**config.mk**
```make
export PLATFORM = sky130hd
export DESIGN_NAME = calendar_display_digits_top
export DESIGN_NICKNAME = d
export VERILOG_FILES = /design/src/hw/rtl/cdd_pkg.sv /design/src/hw/rtl/calendar_display_digits_top.sv
export SDC_FILE = /design/constraint.sdc
export NUM_CORES = 1
export LEC_CHECK = 0
export BUFFER_PORTS_ARGS = -buffer_cell sky130_fd_sc_hd__buf_2
export CELL_PAD_IN_SITES_DETAIL_PLACEMENT = 1
export CELL_PAD_IN_SITES_GLOBAL_PLACEMENT = 2
export CORE_MARGIN = 2
export CORE_UTILIZATION = 25
export CTS_CLUSTER_DIAMETER = 30
export DETAILED_ROUTE_END_ITERATION = 6
export HOLD_SLACK_MARGIN = 0.03
export PLACE_DENSITY = 0.53
export SETUP_SLACK_MARGIN = 0.05
export SLEW_MARGIN = 10
export SYNTH_ARGS = -nofsm -noshare
export SYNTH_HDL_FRONTEND = slang
export SYNTH_SLANG_ARGS = --single-unit
```
**constraint.sdc**
```tcl
create_clock -name clk_i -period 6.7 [get_ports clk_i]
set_input_delay 0.335 -clock clk_i [delete_from_list [all_inputs] [get_ports clk_i]]
set_output_delay 0.335 -clock clk_i [all_outputs]
set_load 0.01 [all_outputs]
```
**src/hw/rtl/cdd_pkg.sv**
```systemverilog
// Shared types and constants for the calendar display digit converter.
// Holds the pipeline word layout, the output word layout and the month table.
// No dependencies.
`timescale 1ns / 1ps

package cdd_pkg;

  localparam int unsigned NUM_STAGES = 7;

  localparam int unsigned IN_W  = 40;
  localparam int unsigned OUT_W = 40;

  localparam logic [10:0] MINUTE_MAX = 11'd1439;
  localparam logic [13:0] YEAR_MAX   = 14'd9999;

  // Reciprocal multipliers: x / d == (x * R) >> S over the value range used.
  localparam logic [13:0] THOU_RECIP = 14'd8389;  // shift 23, year <= 9999
  localparam logic [10:0] HOUR_RECIP = 11'd1093;  // shift 16, minute <= 1439
  localparam logic [5:0]  HUND_RECIP = 6'd41;     // shift 12, value <= 999
  localparam logic [7:0]  TEN_RECIP  = 8'd205;    // shift 11, value <= 99

  localparam logic [8:0] YEAR_LEN     = 9'd365;
  localparam int unsigned NUM_BOUNDS  = 11;

  // Last ordinal day of January through November in a common year.
  function automatic logic [8:0] month_end(input logic [3:0] idx);
    logic [8:0] val;
    case (idx)
      4'd0:    val = 9'd31;
      4'd1:    val = 9'd59;
      4'd2:    val = 9'd90;
      4'd3:    val = 9'd120;
      4'd4:    val = 9'd151;
      4'd5:    val = 9'd181;
      4'd6:    val = 9'd212;
      4'd7:    val = 9'd243;
      4'd8:    val = 9'd273;
      4'd9:    val = 9'd304;
      4'd10:   val = 9'd334;
      default: val = 9'd365;
    endcase
    return val;
  endfunction

  typedef struct packed {
    logic [10:0] minute;
    logic [8:0]  day;
    logic [13:0] year;
    logic [4:0]  hour;
    logic [5:0]  mins;
    logic [9:0]  rem_hund;
    logic [6:0]  rem_ten;
    logic        leap;
    logic [3:0]  month;
    logic [4:0]  mday;
    logic [1:0]  hour_tens;
    logic [3:0]  hour_ones;
    logic [2:0]  minute_tens;
    logic [3:0]  minute_ones;
    logic        month_tens;
    logic [3:0]  month_ones;
    logic [1:0]  day_tens;
    logic [3:0]  day_ones;
    logic [3:0]  year_thousands;
    logic [3:0]  year_hundreds;
    logic [3:0]  year_tens;
    logic [3:0]  year_ones;
  } pipe_t;

  // Output word, first member in the highest bits.
  typedef struct packed {
    logic [3:0] year_ones;
    logic [3:0] year_tens;
    logic [3:0] year_hundreds;
    logic [3:0] year_thousands;
    logic [3:0] day_ones;
    logic [1:0] day_tens;
    logic [3:0] month_ones;
    logic       month_tens;
    logic [3:0] minute_ones;
    logic [2:0] minute_tens;
    logic [3:0] hour_ones;
    logic [1:0] hour_tens;
  } out_t;

endpackage

```
**src/hw/rtl/calendar_display_digits_top.sv**
```systemverilog
// Calendar display digit converter, top level: seven-stage stream pipeline.
// Depends on cdd_pkg for the pipeline word, the output word and the month table.
//
//   channel   dir  tdata fields (lowest bit up)
//   s_axis    in   minute_of_day[10:0], day_of_year[19:11], calendar_year[33:20], zero[39:34]
//   m_axis    out  see port comment below
//
// Every word passes through seven register stages; one word is taken per cycle while the
// output side is not stalled.
// The depth is set by the chain of constant-reciprocal multiplies that split the year.
// Each stage holds its word until the next stage frees up, so a stall fills the bubbles first.
// Reset clears all valid bits, so the input is ready as soon as reset is released.
`timescale 1ns / 1ps

module calendar_display_digits_top (
  input  logic                      clk_i,
  input  logic                      rst_ni,
  // minute_of_day[10:0], day_of_year[19:11], calendar_year[33:20], zero[39:34]
  input  logic [cdd_pkg::IN_W-1:0]  s_axis_tdata,
  input  logic                      s_axis_tvalid,
  output logic                      s_axis_tready,
  // hour_tens[1:0], hour_ones[5:2], minute_tens[8:6], minute_ones[12:9], month_tens[13],
  // month_ones[17:14], day_tens[19:18], day_ones[23:20], year_thousands[27:24],
  // year_hundreds[31:28], year_tens[35:32], year_ones[39:36]
  output logic [cdd_pkg::OUT_W-1:0] m_axis_tdata,
  output logic                      m_axis_tvalid,
  input  logic                      m_axis_tready
);

  localparam int unsigned N = cdd_pkg::NUM_STAGES;

  cdd_pkg::pipe_t       st_q [N];
  cdd_pkg::pipe_t       st_d [N];
  logic [N-1:0]         vld_q;
  logic [N:0]           adv;
  cdd_pkg::out_t        out_w;

  always_comb begin
    adv[N] = m_axis_tready;
    for (int k = N - 1; k >= 0; k--) begin
      adv[k] = !vld_q[k] || adv[k+1];
    end
  end

  assign s_axis_tready = adv[0];

  always_comb begin
    logic [10:0] min_raw;
    logic [13:0] yr_raw;
    logic [27:0] p_thou;
    logic [21:0] p_hour;
    logic [15:0] p_hund;
    logic [13:0] p_mt;
    logic [14:0] p_yt;
    logic [1:0]  cent_low;
    logic        leap;
    logic [8:0]  len;
    logic [8:0]  dclamp;
    logic [8:0]  bound;
    logic [8:0]  start;
    logic [3:0]  mon;

    min_raw = s_axis_tdata[10:0];
    yr_raw  = s_axis_tdata[33:20];

    // Stage 1: saturate, thousands digit and hour.
    st_d[0]        = st_q[0];
    st_d[0].minute = (min_raw > cdd_pkg::MINUTE_MAX) ? cdd_pkg::MINUTE_MAX : min_raw;
    st_d[0].day    = s_axis_tdata[19:11];
    st_d[0].year   = (yr_raw > cdd_pkg::YEAR_MAX) ? cdd_pkg::YEAR_MAX : yr_raw;
    p_thou = 28'(st_d[0].year) * 28'(cdd_pkg::THOU_RECIP);
    p_hour = 22'(st_d[0].minute) * 22'(cdd_pkg::HOUR_RECIP);
    st_d[0].year_thousands = p_thou[26:23];
    st_d[0].hour           = p_hour[20:16];

    // Stage 2: remainders after thousands and hours, hour digits.
    st_d[1] = st_q[0];
    st_d[1].rem_hund = 10'(st_q[0].year - 14'(st_q[0].year_thousands) * 14'd1000);
    st_d[1].mins     = 6'(st_q[0].minute - 11'(st_q[0].hour) * 11'd60);
    if (st_q[0].hour >= 5'd20) begin
      st_d[1].hour_tens = 2'd2;
    end else if (st_q[0].hour >= 5'd10) begin
      st_d[1].hour_tens = 2'd1;
    end else begin
      st_d[1].hour_tens = 2'd0;
    end
    st_d[1].hour_ones = 4'(st_q[0].hour - 5'(st_d[1].hour_tens) * 5'd10);

    // Stage 3: hundreds digit and minute tens.
    st_d[2] = st_q[1];
    p_hund = 16'(st_q[1].rem_hund) * 16'(cdd_pkg::HUND_RECIP);
    p_mt   = 14'(st_q[1].mins) * 14'(cdd_pkg::TEN_RECIP);
    st_d[2].year_hundreds = p_hund[15:12];
    st_d[2].minute_tens   = p_mt[13:11];

    // Stage 4: remainder below hundreds and minute ones.
    st_d[3] = st_q[2];
    st_d[3].rem_ten     = 7'(st_q[2].rem_hund - 10'(st_q[2].year_hundreds) * 10'd100);
    st_d[3].minute_ones = 4'(st_q[2].mins - 6'(st_q[2].minute_tens) * 6'd10);

    // Stage 5: year tens, leap rule and day clamp.
    st_d[4] = st_q[3];
    p_yt = 15'(st_q[3].rem_ten) * 15'(cdd_pkg::TEN_RECIP);
    st_d[4].year_tens = p_yt[14:11];
    cent_low = {st_q[3].year_thousands[0], 1'b0} + st_q[3].year_hundreds[1:0];
    if (st_q[3].rem_ten == 7'd0) begin
      leap = (cent_low == 2'd0);
    end else begin
      leap = (st_q[3].year[1:0] == 2'd0);
    end
    st_d[4].leap = leap;
    len = cdd_pkg::YEAR_LEN + 9'(leap);
    if (st_q[3].day == 9'd0) begin
      dclamp = 9'd1;
    end else if (st_q[3].day > len) begin
      dclamp = len;
    end else begin
      dclamp = st_q[3].day;
    end
    st_d[4].day = dclamp;

    // Stage 6: year ones and the month walk against cumulative month ends.
    st_d[5] = st_q[4];
    st_d[5].year_ones = 4'(st_q[4].rem_ten - 7'(st_q[4].year_tens) * 7'd10);
    mon   = 4'd1;
    start = 9'd0;
    for (int i = 0; i < cdd_pkg::NUM_BOUNDS; i++) begin
      bound = cdd_pkg::month_end(4'(i)) + ((i >= 1) ? 9'(st_q[4].leap) : 9'd0);
      if (st_q[4].day > bound) begin
        mon   = 4'(i + 2);
        start = bound;
      end
    end
    st_d[5].month = mon;
    st_d[5].mday  = 5'(st_q[4].day - start);

    // Stage 7: month and day digits.
    st_d[6] = st_q[5];
    st_d[6].month_tens = (st_q[5].month >= 4'd10);
    st_d[6].month_ones = st_q[5].month - (st_d[6].month_tens ? 4'd10 : 4'd0);
    if (st_q[5].mday >= 5'd30) begin
      st_d[6].day_tens = 2'd3;
    end else if (st_q[5].mday >= 5'd20) begin
      st_d[6].day_tens = 2'd2;
    end else if (st_q[5].mday >= 5'd10) begin
      st_d[6].day_tens = 2'd1;
    end else begin
      st_d[6].day_tens = 2'd0;
    end
    st_d[6].day_ones = 4'(st_q[5].mday - 5'(st_d[6].day_tens) * 5'd10);
  end

  always_ff @(posedge clk_i or negedge rst_ni) begin
    if (!rst_ni) begin
      vld_q <= '0;
    end else begin
      if (adv[0]) begin
        vld_q[0] <= s_axis_tvalid;
      end
      for (int k = 1; k < N; k++) begin
        if (adv[k]) begin
          vld_q[k] <= vld_q[k-1];
        end
      end
    end
  end

  always_ff @(posedge clk_i) begin
    for (int k = 0; k < N; k++) begin
      if (adv[k]) begin
        st_q[k] <= st_d[k];
      end
    end
  end

  always_comb begin
    out_w.hour_tens      = st_q[N-1].hour_tens;
    out_w.hour_ones      = st_q[N-1].hour_ones;
    out_w.minute_tens    = st_q[N-1].minute_tens;
    out_w.minute_ones    = st_q[N-1].minute_ones;
    out_w.month_tens     = st_q[N-1].month_tens;
    out_w.month_ones     = st_q[N-1].month_ones;
    out_w.day_tens       = st_q[N-1].day_tens;
    out_w.day_ones       = st_q[N-1].day_ones;
    out_w.year_thousands = st_q[N-1].year_thousands;
    out_w.year_hundreds  = st_q[N-1].year_hundreds;
    out_w.year_tens      = st_q[N-1].year_tens;
    out_w.year_ones      = st_q[N-1].year_ones;
  end

  assign m_axis_tdata  = out_w;
  assign m_axis_tvalid = vld_q[N-1];

`ifndef SYNTH
  a_full_backpressure: assert property (@(posedge clk_i) disable iff (!rst_ni)
    !s_axis_tready |-> (m_axis_tvalid && !m_axis_tready))
    else $error("input stalled while output stage is free");

  a_hour_range: assert property (@(posedge clk_i) disable iff (!rst_ni)
    (m_axis_tvalid && out_w.hour_tens == 2'd2) |-> (out_w.hour_ones <= 4'd3))
    else $error("hour above 23");

  a_month_range: assert property (@(posedge clk_i) disable iff (!rst_ni)
    m_axis_tvalid |-> ((out_w.month_tens && out_w.month_ones <= 4'd2) ||
                       (!out_w.month_tens && out_w.month_ones != 4'd0)))
    else $error("month outside 1 to 12");

  a_day_nonzero: assert property (@(posedge clk_i) disable iff (!rst_ni)
    m_axis_tvalid |-> (out_w.day_tens != 2'd0 || out_w.day_ones != 4'd0))
    else $error("day of month is zero");
`endif

endmodule
```
* Yosys cells after proc, flatten, opt, wreduce, memory -nomap -nowiden *
Memories as Yosys holds them, arrays and structs flattened.
Index checks and enable logic that the tools add are counted.

storage, ports and cells
  register bits after elaboration = 7
  bits in writable memories = 784
  input port bits = 44
  output and inout bits = 42
  word-level logic and storage cells = 126
  memories kept = 1

memories
  memory  words  bits a word  read ports  clocked after memory_dff  write ports  line                               text
  st_q    7      112          7           0                         7            calendar_display_digits_top.sv:32  cdd_pkg::pipe_t st_q [N];

operators by class
  add/subtract/negate cells = 21
  multipliers = 12
  order comparisons = 20
  mux-type cells = 47
  reductions and logical operators = 18

operators by type and width
  operator                  number
  $gt A9 B9 Y1              8
  $mux W5                   11
  $mux W4                   11
  $add A8 B1 Y9 const A     4
  $add A9 B1 Y9 const A     4
  $mul A14 B14 Y27 const B  1
  $mul A11 B11 Y21 const B  1
  $sub A4 B4 Y4             5
  $gt A9 B8 Y1              2
  $mux W9                   2
  $mux W1                   17
  $add A7 B1 Y8 const A     2
  $mul A10 B6 Y16 const B   1
  $ge A5 B5 Y1 const B      3
  $mul A7 B8 Y15 const B    1
  $gt A14 B14 Y1 const B    1
  $mul A6 B8 Y14 const B    1
  $mux W14                  1
  $gt A11 B11 Y1 const B    1
  $mux W11                  1
  $ge A5 B4 Y1 const B      2
  $sub A10 B10 Y10          1
  $gt A9 B5 Y1 const B      1
  $gt A9 B7 Y1              1
  18 further kinds          35

* Longest topological paths before layout *
An unclocked memory read counts as a cell.

  depth in word-level cells = 14
  mapped depth = 22
  depth with buffers taken out = 20

* Worst setup path before layout *
No wires, ideal clock.

  path kind = input-to-reg
  start = input port s_axis_tdata[24] (netlist name)
  end = memory st_q[0][14] (netlist name), data pin
  setup time = 138 ps
  data arrival time = 5058 ps
  slack = 1505 ps
  stages = 20
  cell sequence = buf_2 > nor4_4 > nor2_1 > o31ai_2 > clkbuf_1 > and3_1 > ha_1 > ha_1 > inv_1 > fa_1 > inv_1 > fa_1 > ha_1 > ha_1 > a21oi_1 > nand3_1 > a221o_1 > a31oi_1 > or4b_1 > nand4_1

RTL lines
  item                line                               text
  start: declaration  calendar_display_digits_top.sv:19  input logic [cdd_pkg::IN_W-1:0] s_axis_tdata,
  end: declaration    calendar_display_digits_top.sv:32

==> results.sh <==
export IMPL_design_area_sq_um=19900
export IMPL_min_path_type="in -> reg"
export IMPL_drtIter0Drc=232
export IMPL_worstSetupStartpointType="primary input"
export IMPL_hpwl_um=25400
export IMPL_die_area_sq_um=66900
export IMPL_syn2layout_area_growth_pct=22.7
export IMPL_cp_num_buf_inv=2
export IMPL_ys_flop_type="edfxtp_1"
export IMPL_dp_cells=2177
export IMPL_ys_seq_area_frac=0.492
export IMPL_slew_violations=0
export IMPL_fillers=6962
export IMPL_vias=9587
export IMPL_critPathArrivalTime_ns=5.62
export IMPL_critPathKind="in -> reg"
export IMPL_clockBufferDepth=3
export IMPL_avgSynthCellArea_sq_um=13.0
export IMPL_track_usage=0.101
export IMPL_htreeDepth=2
export IMPL_clock_sinks=267
export IMPL_overflow=0
export IMPL_synth_nets=1627
export IMPL_antenna_found_initial=0
export IMPL_crit_path_max_incr_delay_ns=0.52
export IMPL_critPathTopFamily="adder cells"
export IMPL_cts_setup_buffers=0
export IMPL_worstPathCellList="buf_2 -> nor4_4 -> nor2_1 -> o31ai_2 -> buf_4 -> nand2b_1 -> ha_1 -> ha_1 -> ha_1 -> fa_1 -> fa_1 -> ha_1 -> ha_1 -> nand4_1 -> nor2_1 -> a221o_1 -> a31oi_1 -> or4b_1 -> nand4_1"
export IMPL_netlist_area_sq_um=16200
export IMPL_synth_seq_cells=267
export IMPL_setup_viol=0
export IMPL_n_antenna_cell=0
export IMPL_worstPathMaxFanout=23
export IMPL_drcViolationCount=0
export IMPL_p_per_area_nw_per_um2=527
export IMPL_portBuffers=79
export IMPL_clock_latency_ns=0.58
export IMPL_crit_required_ns=7.11
export IMPL_ys_warn_count=0
export IMPL_coreArea_sq_um=64200
export IMPL_ant_nets=0
export IMPL_fin_cells=2297
export IMPL_synth_area_top_cells="edfxtp_1, ha_1, fa_1, inv_1, xnor2_1"
export IMPL_crit_path_frequent_cell="ha_1"
export IMPL_tightest_slew_ns=0.990
export IMPL_peakVddDrop_uv=203
export IMPL_first_pass_iters=5
export IMPL_drt_wl_total_um=32800
export IMPL_synth_top_area_share=0.482
export IMPL_synthArstFlopShare=0.0262
export IMPL_final_common_cell="ha_1"
export IMPL_start_util=0.252
export IMPL_timing_fmax_mhz=192
export IMPL_outcome="finished clean"
export IMPL_end_kind="register"
export IMPL_routedWlPerCell_um=14.3
export IMPL_viasPerCell=4.17
export IMPL_yosysTopAreaCell="edfxtp_1"
export IMPL_cts_tree="done"
export IMPL_finalCriticalPeriod_ns=5.21
export IMPL_tns_ns=0
export IMPL_numCtsBuffers=58
export IMPL_total_power_uw=10500
export IMPL_row_count=93
export IMPL_ys_types=68
export IMPL_grt_max_degree=43
export IMPL_rsz0062_at_grt="no"
export IMPL_p_leak_uw=0.00891
export IMPL_gp_congestion=0.744
export IMPL_cts_reportedPaths_clkPinSlew_ns=0.04
export IMPL_hold_viol_final=0
export IMPL_drive_above_1_share=0.147
export IMPL_cap_violations=0
export IMPL_placed_area_sq_um=17700
export IMPL_dieWidth_um=259
export IMPL_mostFrequentLayoutCells="ha_1, edfxtp_1, inv_1"
export IMPL_min_period_over_period=0.778
export IMPL_fin_skew_ns=0.0116
export IMPL_crit_slowest_cell="fa_1"
export IMPL_synth_edf_count=260
export IMPL_root_buffer="clkbuf_16"
export IMPL_synthCells=1250
export IMPL_ios=86
export IMPL_grt_pass1_vias=10423
export IMPL_grt_pass1_wl_um=54300
export IMPL_die_y_um=259
export IMPL_relSlewSlack=0.338
export IMPL_nets=1770
==> routing by layer <==
metal  GRT usage  wire, um  up-vias
li1            -         -     4790
met1       0.123     14500     4624
met2       0.178     16400      111
met3      0.0199      1040       62
met4      0.0353       816        0
met5           0         0        -
==> cell families (layout without fill, tap and decap cells) <==
logic type | after synthesis | count (layout) | share of synthesized area
adders and majority gates | 333 | 333 | 0.282
muxes | 5 | 5 | 0.00316
AOI/OAI and AO/OA | 159 | 159 | 0.0683
and+or+nand+nor | 216 | 216 | 0.0722
xor gates and xnor gates | 61 | 61 | 0.0330
buffers and inverters | 209 | 401 | 0.0486
DFF | 267 | 267 | 0.492
==> power by group <==
part / switching (uW) / internal (uW)
combinational: 2380 / 2030
sequential: 344 / 2740
clock: 940 / 2050
total: 3670 / 6820
==> repair_timing <==
item / 4_1_cts / 5_1_grt
gates resized for setup: 0 / 0
endpoints found under the hold margin: 17 / 0
hold buffers: 11 / 0
==> synth_stat cells, drive strengths merged, types with 4 or more instances <==
cell / count
or2: 9
o21ai: 24
fa: 55
edfxtp: 260
a21oi: 43
clkbuf: 11
o21a: 9
nand4: 10
nor4: 6
ha: 278
inv: 196
nor3: 14
a21o: 18
a31oi: 5
o311ai: 4
xnor2: 44
dfrtp: 7
mux2i: 4
nand2: 42
and3: 15
nor2b: 13
o31ai: 7
and2: 12
nor2: 38
a211oi: 6
nand3: 13
nand2b: 29
o211ai: 10
xor2: 17
==> per-stage QoR <==
stage | setup slack, ns | utilization | hold slack (ns)
floorplan | 1.50 | - | 0.0394
global placement | 0.883 | 0.275 | 0.198
detailed placement | 0.842 | 0.275 | 0.203
CTS | 1.45 | 0.310 | 0.0813
global route | 1.15 | 0.310 | 0.105
finish | 1.49 | 0.310 | 0.121
==> area by class of cell <==
class                           instances  area, sq um  share of cell area
Tap cell                              855         1070              0.0538
Timing Repair Buffer                   96          551              0.0277
Inverter                              196          736              0.0370
Clock inverter                         45          596              0.0299
Sequential cell                       267         7980               0.401
Clock buffer                           64         1500              0.0756
Multi-Input combinational cell        774         7450               0.375
==> final timing paths <==
path / start / endpoint / slack [ns] / cells past startpoint
setup reg to reg: st_q[4][49] / st_q[5][44] / 2.22 / 14
hold reg to reg: st_q[5][73] / st_q[6][73] / 0.41 / 0
hold / removal: s_axis_tdata[0] / st_q[0][101] / 0.12 / 2
setup / recovery: s_axis_tdata[27] / st_q[0][14] / 1.49 / 19
min in group asynchronous: rst_ni / vld_q[1] / 0.14 / 2
max in group asynchronous: rst_ni / vld_q[0] / 6.37 / 2
==> registers in the layout, indices dropped and copies added (netlist names) <==
register  count
vld_q         7
st_q        260
Note: power is estimated with default switching activity, not from simulation.
